`src/rtl/core/kmd_ram.sv`:
```
`default_nettype none
module kmd_ram #(
  parameter int WIDTH = 8,
  parameter int DEPTH = 16
) (
  input  wire logic                                 clk,
  input  wire logic                                 we,
  input  wire logic [(DEPTH > 1 ? $clog2(DEPTH) : 1)-1:0] waddr,
  input  wire logic [WIDTH-1:0]                     wdata,
  input  wire logic                                 re,
  input  wire logic [(DEPTH > 1 ? $clog2(DEPTH) : 1)-1:0] raddr,
  output logic      [WIDTH-1:0]                     rdata
);

  logic [WIDTH-1:0] mem [DEPTH];

  always_ff @(posedge clk) begin
    if (we) begin
      mem[waddr] <= wdata;
    end
    if (re) begin
      rdata <= mem[raddr];
    end
  end

endmodule
`default_nettype wire

```
`config.mk`:
```
export PLATFORM = sky130hd
export DESIGN_NAME = kmd_ram
export DESIGN_NICKNAME = d
export VERILOG_FILES = /design/src/rtl/core/kmd_ram.sv
export SDC_FILE = /design/constraint.sdc
export NUM_CORES = 1
export LEC_CHECK = 0
export BUFFER_PORTS_ARGS = -buffer_cell sky130_fd_sc_hd__buf_2
export CAP_MARGIN = 15
export CORE_MARGIN = 2
export CORE_UTILIZATION = 54
export CTS_CLUSTER_DIAMETER = 40
export DETAILED_ROUTE_END_ITERATION = 16
export PLACE_DENSITY = 0.72
export REMOVE_ABC_BUFFERS = 1
export SETUP_SLACK_MARGIN = 0.02
export SLEW_MARGIN = 20
export SYNTH_ARGS = -nofsm -noshare
export SYNTH_HDL_FRONTEND = slang
export SYNTH_SLANG_ARGS = --single-unit
```
`constraint.sdc`:
```
create_clock -name clk -period 2 [get_ports clk]
set_clock_uncertainty 0.15 [all_clocks]
set_input_delay 0.5 -clock clk [delete_from_list [all_inputs] [get_ports clk]]
set_output_delay 0.5 -clock clk [all_outputs]
set_load 0.005 [all_outputs]
```
Word level (Yosys, flattened, before mapping)
Memory sizes are Yosys's and may differ from the RTL's. A register that Yosys moved wholly into a read port is not among the register bits.
Cells that the tools add are included.
Widths: inputs -> output; s select.
Operators by class
  shift operators: 0
  order comparisons: 0
  reductions and logical operators: 0
  $add $sub $neg: 0
  multiplexer cells: 2
  bitwise operators: 0
  divide/modulo/power cells: 0
  multiply operators: 0
  equal/unequal tests: 0
Operator list (number)
  $mux 1: 2
Storage, ports and cells
  bits in latches: 0
  memory bits (read-only): 0
  memories kept: 1
  logic and storage cells: 3
  bits in writable memories: 128
  bits in registers: 0
Memory list
  mem: depth 16, width 8, read ports 1, clocked after memory_dff 1, wr ports 1, line 15  | logic [WIDTH-1:0] mem [DEPTH];

Depth between registers and ports, before layout
  depth in word-level cells: 2
  depth in mapped cells: 5
  depth with buffers taken out: 3

Worst setup path before layout
No wires, ideal clock.
  path kind: in2reg
  from: input port waddr[2] (netlist name)
  to: memory mem[0][0], enable pin
  stages: 2
  arrival: 1610 ps
  slack: -143 ps
  cells stage by stage: or3b_2 > nor3_1
RTL lines
  from (decl): line 8  | input wire logic [(DEPTH > 1 ? $clog2(DEPTH) : 1)-1:0] waddr,
  to (decl): line 15
No word-level cell before the write port.

==> impl_metrics.yaml <==
critical_path:
  critPathCapture: "rdata[5]"
  reg2reg_depth: 3
  r2r-start: "mem[8][5]"
  critical_path.endpoint_type: "register"
  timing.critical_path.required_ns: 2.10
  crit_path_start: "raddr[0]"
  worstPathArrival_ns: 1.84
  crit_fanout: 17
  worstSetupStartpointType: "input port"
  crit-reg2reg-capture: "rdata[5]"
  setup.worst_path.class: "input port to register"
  rrSetupSlack_ns: 0.27
routing:
  avgRoutedWirePerCell_um: 22.6
  num_vias: 2488
  first_iter_violations: 195
  postRouteWirelength_um: 9730
  vias_per_cell: 5.77
  drt-pass1-iter-count: 4
  remaining_number_of_nets_flagged_by_the_antenna_check_after_routing: 0
  detail_route.drc_violations: 0
power:
  peakVddDrop_uv: 544
  total_power_mw: 6.26
  power-per-cell-area_mw_per_mm2: 1010
  power_leakage_nw: 2.10
sta:
  relSlewSlack_pct: 73.4
  hold_viol_final: 0
  holdWs_ns: 0.216
  timing.final.crit_share_pct: 87.3
  final-setup-viol-count: 0
  timing.final.ws_setup_ns: 0.255
  grt_setup_unrepaired: "false"
  period_needed_ns: 1.75
  worst-slew-pin-transition_ns: 0.398
  timing.setup.tns_ns: 0
  maxClockFrequency_ghz: 0.573
  slew_viol_final: 0
final_layout:
  syn2layout_area_growth_pct: 18.2
  final_common_cell: "edfxtp_1"
  antenna_cell_count: 0
  final_util_pct: 66.3
  commonest_cells_after_routing_fill_and_taps_aside: "edfxtp_1 (136), buf_2 (26), buf_4 (24)"
  filler_cell_count: 565
  layout_nets: 309
  layout-drive-gt1-share_pct: 32.8
  post-route-cell-area_sq_mm: 0.00618
  finish.cell_count_without_fillers: 431
placed_design:
  detailedPlace.worstSlack_ns: -0.215
  placement.io_buffers: 26
  globalplace.congestion: 0.732
  hpwl_um: 6120
  post-place-cells: 400
  place_area_sq_mm: 0.00565
synthesis:
  synth.yosys.warnings: 0
  synth_area_sq_mm: 0.00523
  yosys_register_bits: 136
  post_synth_num_cell_types: 18
  postSynthCellCount: 229
  synth_seq_area_share_pct: 78.1
  synthesis.area_per_instance_sq_um: 22.8
worst_hold_path:
  worst_hold_check_path_type: "input port to register"
  holdCritStartpoint: "re"
global_routing:
  gr-usage-met1_pct: 27.7
  global_route.usage.met2_pct: 32.8
  grt_start_max_net_pins: 24
  grt_util_all_layers_pct: 21.0
  grt_first_pass_wirelength_um: 14900
  via_count_of_the_first_global_routing_pass: 2626
  antenna_found_initial: 0
  grt_use_met3_pct: 6.70
  globalRoute.busiestLayer: "met2"
  global_route.overflow_total: 0
clocking:
  clock_tree.htree_level_count: 4
  cts.reportedPaths.clkPinSlew_ns: 0.06
  clkLatencyLatePin_ns: 0.51
  cts_hold_repair.buffers: 0
  post-cts-setup-buffer-count: 0
  tritoncts: "yes"
  clockBufferDepth: 2
  clock_buffers_created_by_tritoncts: 17
  clock-sinks: 136
  post_cts.resized_instances: 0
  cts_root_buf: "clkbuf_8"
die:
  dieArea_sq_mm: 0.0105
  starting_utilization_of_the_core_area_pct: 56.0
  fp.dieW_um: 102
  chipHeight_um: 102
  top_level_ports: 27
  core_area_sq_mm: 0.00933
  standard_cell_rows: 35
job:
  max_cap_viol_count: 0
run_status:
  outcome: "finished clean"
-- cells in the mapped netlist --
cell type / n / area [sq um]
buf_4: 1 / 7.51
nor2_1: 13 / 48.8
mux4_1: 14 / 368
mux4_2: 18 / 405
nand2_1: 9 / 33.8
nand2b_1: 2 / 12.5
and2b_1: 1 / 7.51
nand3_1: 1 / 5.00
edfxtp_1: 136 / 4080
nor3_1: 4 / 20.0
nand3b_1: 2 / 15.0
nor2b_1: 1 / 6.26
or3b_2: 1 / 8.76
buf_6: 3 / 33.8
a22oi_1: 16 / 120
clkdlybuf4s25_2: 3 / 30.0
and2_1: 1 / 6.26
buf_2: 3 / 15.0
-- logic make-up (layout without fill, tap and decap cells) --
family	Yosys count	count (layout)	synth area share [%]
flip-flops	136	136	78.1
AND/OR/NAND/NOR	35	35	3.14
multiplexers	32	32	14.8
AO/OA/AOI/OAI	16	16	2.30
buffers and inverters	10	83	1.65
-- power breakdown --
group	internal [mW]	switching (mW)	total, mW	leakage (nW)
clock network	1.62	1.11	2.73	0.247
registers	3.21	0.0176	3.23	1.24
logic	0.134	0.163	0.297	0.617
-- sequential cells by signal (all words and copies together) (netlist names) --
register  cells
mem         128
rdata         8
-- worst max-delay path: stages --
cell and delay [ns]:
buf_2 0.14, buf_12 0.18, mux4_1 0.61, a22oi_1 0.32
nand2_1 0.08
-- worst min-delay path by stage --
stage,endpoint,cells past startpoint
6_report,rdata[0],1
2_1_floorplan,mem[0][0],0
5_1_grt,rdata[0],1
3_3_place_gp,rdata[1],3
4_1_cts,rdata[0],1
3_5_place_dp,rdata[4],3
-- final cells by class --
type	count	area [sq um]	share of cell area, %
Sequential cell	136	4080	66.1
Multi-Input combinational cell	83	1060	17.1
Timing Repair Buffer	52	350	5.67
Clock buffer	18	418	6.76
Clock inverter	13	109	1.76
Tap cell	129	161	2.61
-- metal layers --
layer	part of all wire (%)	vias up
met5	0	-
met4	1.0	0
met3	8.5	10
met2	51	109
met1	40	1266
li1	-	1103
Note: power is estimated with default switching activity, not from simulation.
