**src/rtl/core/kmd_pkg.sv**
```systemverilog
`default_nettype none
package kmd_pkg;

  localparam int ROWS_DEF = 8;
  localparam int COLS_DEF = 16;

  localparam logic [1:0] PH_IDLE       = 2'd0;
  localparam logic [1:0] PH_DEBOUNCING = 2'd1;
  localparam logic [1:0] PH_PRESSED    = 2'd2;
  localparam logic [1:0] PH_RELEASED   = 2'd3;

  localparam logic [1:0] MODE_TIMER   = 2'd0;
  localparam logic [1:0] MODE_COUNTER = 2'd1;
  localparam logic [1:0] MODE_FSM     = 2'd2;
  localparam logic [1:0] MODE_NONE    = 2'd3;

  localparam logic [1:0] CFG_MODE      = 2'd0;
  localparam logic [1:0] CFG_SETTLE    = 2'd1;
  localparam logic [1:0] CFG_THRESHOLD = 2'd2;

  localparam logic [1:0]  MODE_RST      = MODE_TIMER;
  localparam logic [15:0] SETTLE_RST    = 16'd20;
  localparam logic [6:0]  THRESHOLD_RST = 7'd5;

  localparam logic signed [7:0] COUNT_MAX = 8'sd127;
  localparam logic signed [7:0] COUNT_MIN = -8'sd127;

  typedef struct packed {
    logic [3:0]  key_row;
    logic [4:0]  key_col;
    logic        raw_pressed;
    logic [31:0] sample_time;
  } sample_t;

  typedef struct packed {
    logic       change_event;
    logic [1:0] key_status;
  } result_t;

  typedef struct packed {
    logic [1:0]        phase;
    logic [31:0]       stamp;
    logic signed [7:0] count;
  } entry_t;

  typedef struct packed {
    logic [1:0]  mode;
    logic [15:0] settle;
    logic [6:0]  threshold;
  } cfg_t;

endpackage
`default_nettype wire

```
**src/rtl/core/kmd_update.sv**
```systemverilog
`default_nettype none
module kmd_update (
  input  wire kmd_pkg::entry_t cur,
  input  wire logic            pressed,
  input  wire logic [31:0]     now,
  input  wire kmd_pkg::cfg_t   cfg,
  output kmd_pkg::entry_t      nxt,
  output logic                 ev,
  output logic                 we
);

  logic [31:0]       diff;
  logic              settled;
  logic signed [7:0] th_pos;
  logic signed [7:0] th_neg;
  logic signed [7:0] c_up;
  logic signed [7:0] c_dn;

  always_comb begin
    diff    = now - cur.stamp;
    settled = !diff[31] && (diff >= {16'd0, cfg.settle});
    th_pos  = signed'({1'b0, cfg.threshold});
    th_neg  = -th_pos;
    c_up    = (cur.count < kmd_pkg::COUNT_MAX) ? cur.count + 8'sd1 : cur.count;
    c_dn    = (cur.count > kmd_pkg::COUNT_MIN) ? cur.count - 8'sd1 : cur.count;
  end

  always_comb begin
    nxt = cur;
    ev  = 1'b0;
    we  = 1'b1;
    unique case (cfg.mode)
      kmd_pkg::MODE_TIMER: begin
        if (settled) begin
          nxt.stamp = now;
          if (pressed && cur.phase != kmd_pkg::PH_PRESSED) begin
            nxt.phase = kmd_pkg::PH_PRESSED;
            ev        = 1'b1;
          end else if (!pressed && cur.phase != kmd_pkg::PH_RELEASED) begin
            nxt.phase = kmd_pkg::PH_RELEASED;
            ev        = 1'b1;
          end
        end
      end
      kmd_pkg::MODE_COUNTER: begin
        if (pressed) begin
          nxt.count = c_up;
          if (c_up >= th_pos && cur.phase != kmd_pkg::PH_PRESSED) begin
            nxt.phase = kmd_pkg::PH_PRESSED;
            nxt.count = 8'sd0;
            ev        = 1'b1;
          end
        end else begin
          nxt.count = c_dn;
          if (c_dn <= th_neg && cur.phase != kmd_pkg::PH_RELEASED) begin
            nxt.phase = kmd_pkg::PH_RELEASED;
            nxt.count = 8'sd0;
            ev        = 1'b1;
          end
        end
      end
      kmd_pkg::MODE_FSM: begin
        case (cur.phase)
          kmd_pkg::PH_IDLE: begin
            if (pressed) begin
              nxt.phase = kmd_pkg::PH_DEBOUNCING;
              nxt.stamp = now;
            end
          end
          kmd_pkg::PH_DEBOUNCING: begin
            if (settled) begin
              nxt.phase = pressed ? kmd_pkg::PH_PRESSED : kmd_pkg::PH_IDLE;
              ev        = pressed;
            end
          end
          kmd_pkg::PH_PRESSED: begin
            if (!pressed) begin
              nxt.phase = kmd_pkg::PH_RELEASED;
              nxt.stamp = now;
            end
          end
          default: begin
            if (settled) begin
              nxt.phase = pressed ? kmd_pkg::PH_PRESSED : kmd_pkg::PH_IDLE;
              ev        = !pressed;
            end
          end
        endcase
      end
      kmd_pkg::MODE_NONE: begin
        we = 1'b0;
      end
    endcase
  end

endmodule
`default_nettype wire

```
**config.mk**
```make
export PLATFORM = sky130hd
export DESIGN_NAME = kmd_update
export DESIGN_NICKNAME = d
export VERILOG_FILES = /design/src/rtl/core/kmd_pkg.sv /design/src/rtl/core/kmd_update.sv
export SDC_FILE = /design/constraint.sdc
export NUM_CORES = 1
export LEC_CHECK = 0
export BUFFER_PORTS_ARGS = -buffer_cell sky130_fd_sc_hd__buf_4
export CORE_ASPECT_RATIO = 1.75
export CORE_UTILIZATION = 25
export DETAILED_ROUTE_END_ITERATION = 8
export PLACE_DENSITY = 0.52
export RECOVER_POWER = 25
export SLEW_MARGIN = 5
export SYNTH_ARGS = -nofsm -noshare
export SYNTH_HDL_FRONTEND = slang
export SYNTH_SLANG_ARGS = --single-unit
```
**constraint.sdc**
```tcl
create_clock -name vclk -period 4.5
set_input_delay 0 -clock vclk [all_inputs]
set_output_delay 0 -clock vclk [all_outputs]
set_load 0.05 [all_outputs]
```
# Word level (Yosys, flattened, before mapping)
# Cells that the tools add are included.
# word_totals
regBits,0
latchBits,0
mem_bits_rw,0
romBits,0
input_bits,100
output_inout_bits,44
memories,0
# op_classes
n_addsub,4
multipliers,0
n_div,0
order_cmp,5
n_eq_ne,7
shifts,0
n_mux,31
n_bitwise,0
n_reduce_logical,10
# ops
operator,n
$pmux 32 s2,2
$mux 34,3
$mux 8,6
$ge 32x16->1,1
$sub 32x32->32,1
$mux 2,7
$mux 1,9
$add 8x2->8 const B,1
$ge 8x8->1,1
$gt 8x8->1 const B,1
$le 8x8->1,1
$lt 8x8->1 const B,1
$neg 7->8,1
$sub 8x2->8 const B,1
$eq 2x2->1 const B,3
$pmux 2 s3,1
$logic_and 1x1->1,5
$eq 2x1->1 const B,2
$logic_not 2->1,2
$ne 2x2->1 const B,2
$pmux 2 s2,1
$pmux 1 s3,1
$logic_not 1->1,2
$pmux 1 s2,1
$reduce_or 2->1,1

# Depth between registers and ports, before layout
# depth
depth_word,7
mapped_depth,21
mapped_depth_nobuf,20

# Worst setup path before layout
# OpenSTA, ideal clock, no wires.
# synth_path
kind,input port to output port
start,in cur[12] in the netlist's numbering
end,out nxt[40] in the netlist's numbering
arrival_ps,4876
required_time_ps,4500
slack_ps,-376
path_stages,19
path_buffers,0
cell_sequence,inv_1 > ha_1 > and2_1 > a221oi_2 > a211oi_2 > nor3_1 > nor3_1 > nor2_1 > xnor2_1 > ha_1 > nand4_1 > a211o_1 > a31oi_1 > a311oi_1 > nand4_1 > nor4_1 > and4_4 > or2_2 > o311ai_0
# synth_rtl
element,line,source
"start, declared",kmd_update.sv:3,"input wire kmd_pkg::entry_t cur,"
"end, declared",kmd_update.sv:7,"output kmd_pkg::entry_t nxt,"

==> results.ini <==
[global_routing]
use_met1_pct = 15.2
grt_pass1_vias = 4911
grtUsageMet2_pct = 35.8
grt_pass1_wl_mm = 22.8
grt_overflow = 0
top_usage_layer = met2
antenna_found_initial = 0
use_met3_pct = 0.728
grt_max_degree = 21
grt_usage_pct = 16.6

[timing]
fin_tns_setup_ns = 0
fin_crit_sh_pct = 97.2
tightest_slew_ns = 0.872
hold_violations = 0
maxSlewHeadroom_pct = 41.9
rsz0062_at_grt = true
slew_violations = 0
max_freq_ghz = 0.229
hold_slack_ns = 0.363
finalSetupViolations = 0
period_needed_ns = 4.38

[placement]
placement.io_buffers = 144
dp_cells = 939
routabilityCongestion = 0.884
hpwl_mm = 13.2
post_dp_cell_area_um2 = 5530

[pwr]
swShare_pct = 58.4
p_leak_nw = 2.75
power_switching_w = 0.000555
p_int_w = 0.000395
total_power_w = 0.000951
power_frac_comb_pct = 100.0
p_seq_share_pct = 0
ir_worst_vdd_mv = 0.0736
p_per_area_nw_per_um2 = 165
clkPwrFrac_pct = 0

[die]
dieArea_um2 = 17200
core_um2 = 16300
start_util_pct = 25.5
row_count = 62
fp.dieH_um = 172
fp.dieW_um = 99.4
ios = 144

[critical_path]
required_ns = 4.50
path_class = primary input to output port
crit_fanout = 4
worst_setup_path_start_kind = primary input
arrival_ns = 4.38
crit_path_end_kind = output port

[synth]
synth_top_cell_area_share_pct = 19.9
synth_area_um2 = 4150
ys_seq_area_share_pct = 0
synthTopCellsByCount = inv_1, ha_1, nand2_1
synth_cell_types = 65
synthTopCellsByArea = ha_1, mux2_4, inv_1, a21oi_1, o21ai_0
yosys_warnings = 0
synth_nets = 774
synth_cells = 607
yosys.area.top_type = ha_1
yosys.cell_count.top_type = inv_1
synth.avg_cell_area_um2 = 6.84

[cells_and_area]
multi_input_area_um2 = 3890
flops_and_latches = 0
regArea_um2 = 0
finalNonFillerCells = 947
drive_gt1_share_pct = 29.3
clockBufferCount = 0
fillers = 1816
area_delta_synth_final_pct = 38.8
diodes = 0
design_area_um2 = 5770
nets = 924

[routing]
ant_nets = 0
num_vias = 4995
viasPerCell = 5.27
drt-total-wl_mm = 15.3
dr.pass1.iters = 7
wl_per_cell_um = 16.1
drt-initial-drc-count = 170
drc_errors = 0

[worst_hold_path]
min-delay-path-class = primary input to output port
min_path_cells = 3

[job]
drv_cap = 0

[cts]
hold_buffers = 0

[run_status]
outcome = finished, final reports clean

==> area by class of cell <==
type,count,share of cell area (%)
tap,192,4.17
multi-input combinational,513,67.6
timing repair buffer,172,23.7
inverter,70,4.56
==> placed cells by master (no fill, tap or decap), drive strengths merged, types with 16 or more instances in the layout <==
cell   instances
inv           70
nor3          21
nand3         16
ha            66
xnor2         23
mux2          32
nor2          45
nand2         54
a21oi         50
o21ai         46
buf          163
==> worst paths after layout <==
| check | startpoint | to | slack [ns] |
|---|---|---|---|
| worst max-delay path | cur[12] | nxt[41] | 0.12 |
| worst min-delay path | cur[13] | nxt[13] | 0.36 |
==> per-stage QoR <==
step | utilization, % | setup slack [ns]
after global routing | 35.4 | -0.0157
after global placement | 33.9 | -0.0379
after floorplan | - | 0.186
after detailed placement | 33.9 | -0.0370
after CTS | 34.0 | 0.0231
final | 35.4 | 0.125
==> cells by family (layout without fill, tap and decap cells) <==
kind of cell             count (synthesis)  after routing  share of synthesized area, %
AO/OA/AOI/OAI                          180            180                          28.4
XOR/XNOR                                36             36                          7.59
adder cells (fa/ha/maj)                 67             67                          20.4
buffers and inverters                   94            242                          9.16
multiplexers                            36             36                          11.4
AND/OR/NAND/NOR                        194            194                          23.0
==> power groups by stage <==
stage	clock network [W]	registers, W	logic (W)
floorplan	0	0	0.000612
global placement	0	0	0.000898
detailed placement	0	0	0.000897
CTS	0	0	0.000904
global route	0	0	0.00103
finish	0	0	0.000951
==> layer usage <==
layer | wire, um | share of wire (%)
met5 | 0 | 0
met4 | 782 | 5.1
met1 | 5330 | 35
met3 | 465 | 3.0
met2 | 8680 | 57
==> timing repair <==
action / CTS / global route
pin swaps: 3 / 17
setup buffers: 1 / 6
resized for setup: 1 / 35
gates cloned: 0 / 1
setup endpoints to repair: 33 / 35
==> critical path, stage by stage <==
cell and delay, ns:
buf_4 0.08, inv_1 0.03, ha_1 0.30, buf_4 0.16, a221oi_4 0.42, a211oi_4 0.12, nor3_2 0.22, buf_4 0.15
nor3_2 0.04, nor2_1 0.11, xnor2_1 0.08, ha_1 0.30, nand4_1 0.16, a211o_1 0.28, a31oi_2 0.19, a311oi_1 0.08
nand4_1 0.14, nor4_1 0.06, and4_4 0.16, buf_4 0.13, buf_4 0.12, buf_4 0.13, o311a_1 0.35, a311oi_2 0.33
buf_6 0.21
No activity file was read; power rests on OpenSTA's default activity.
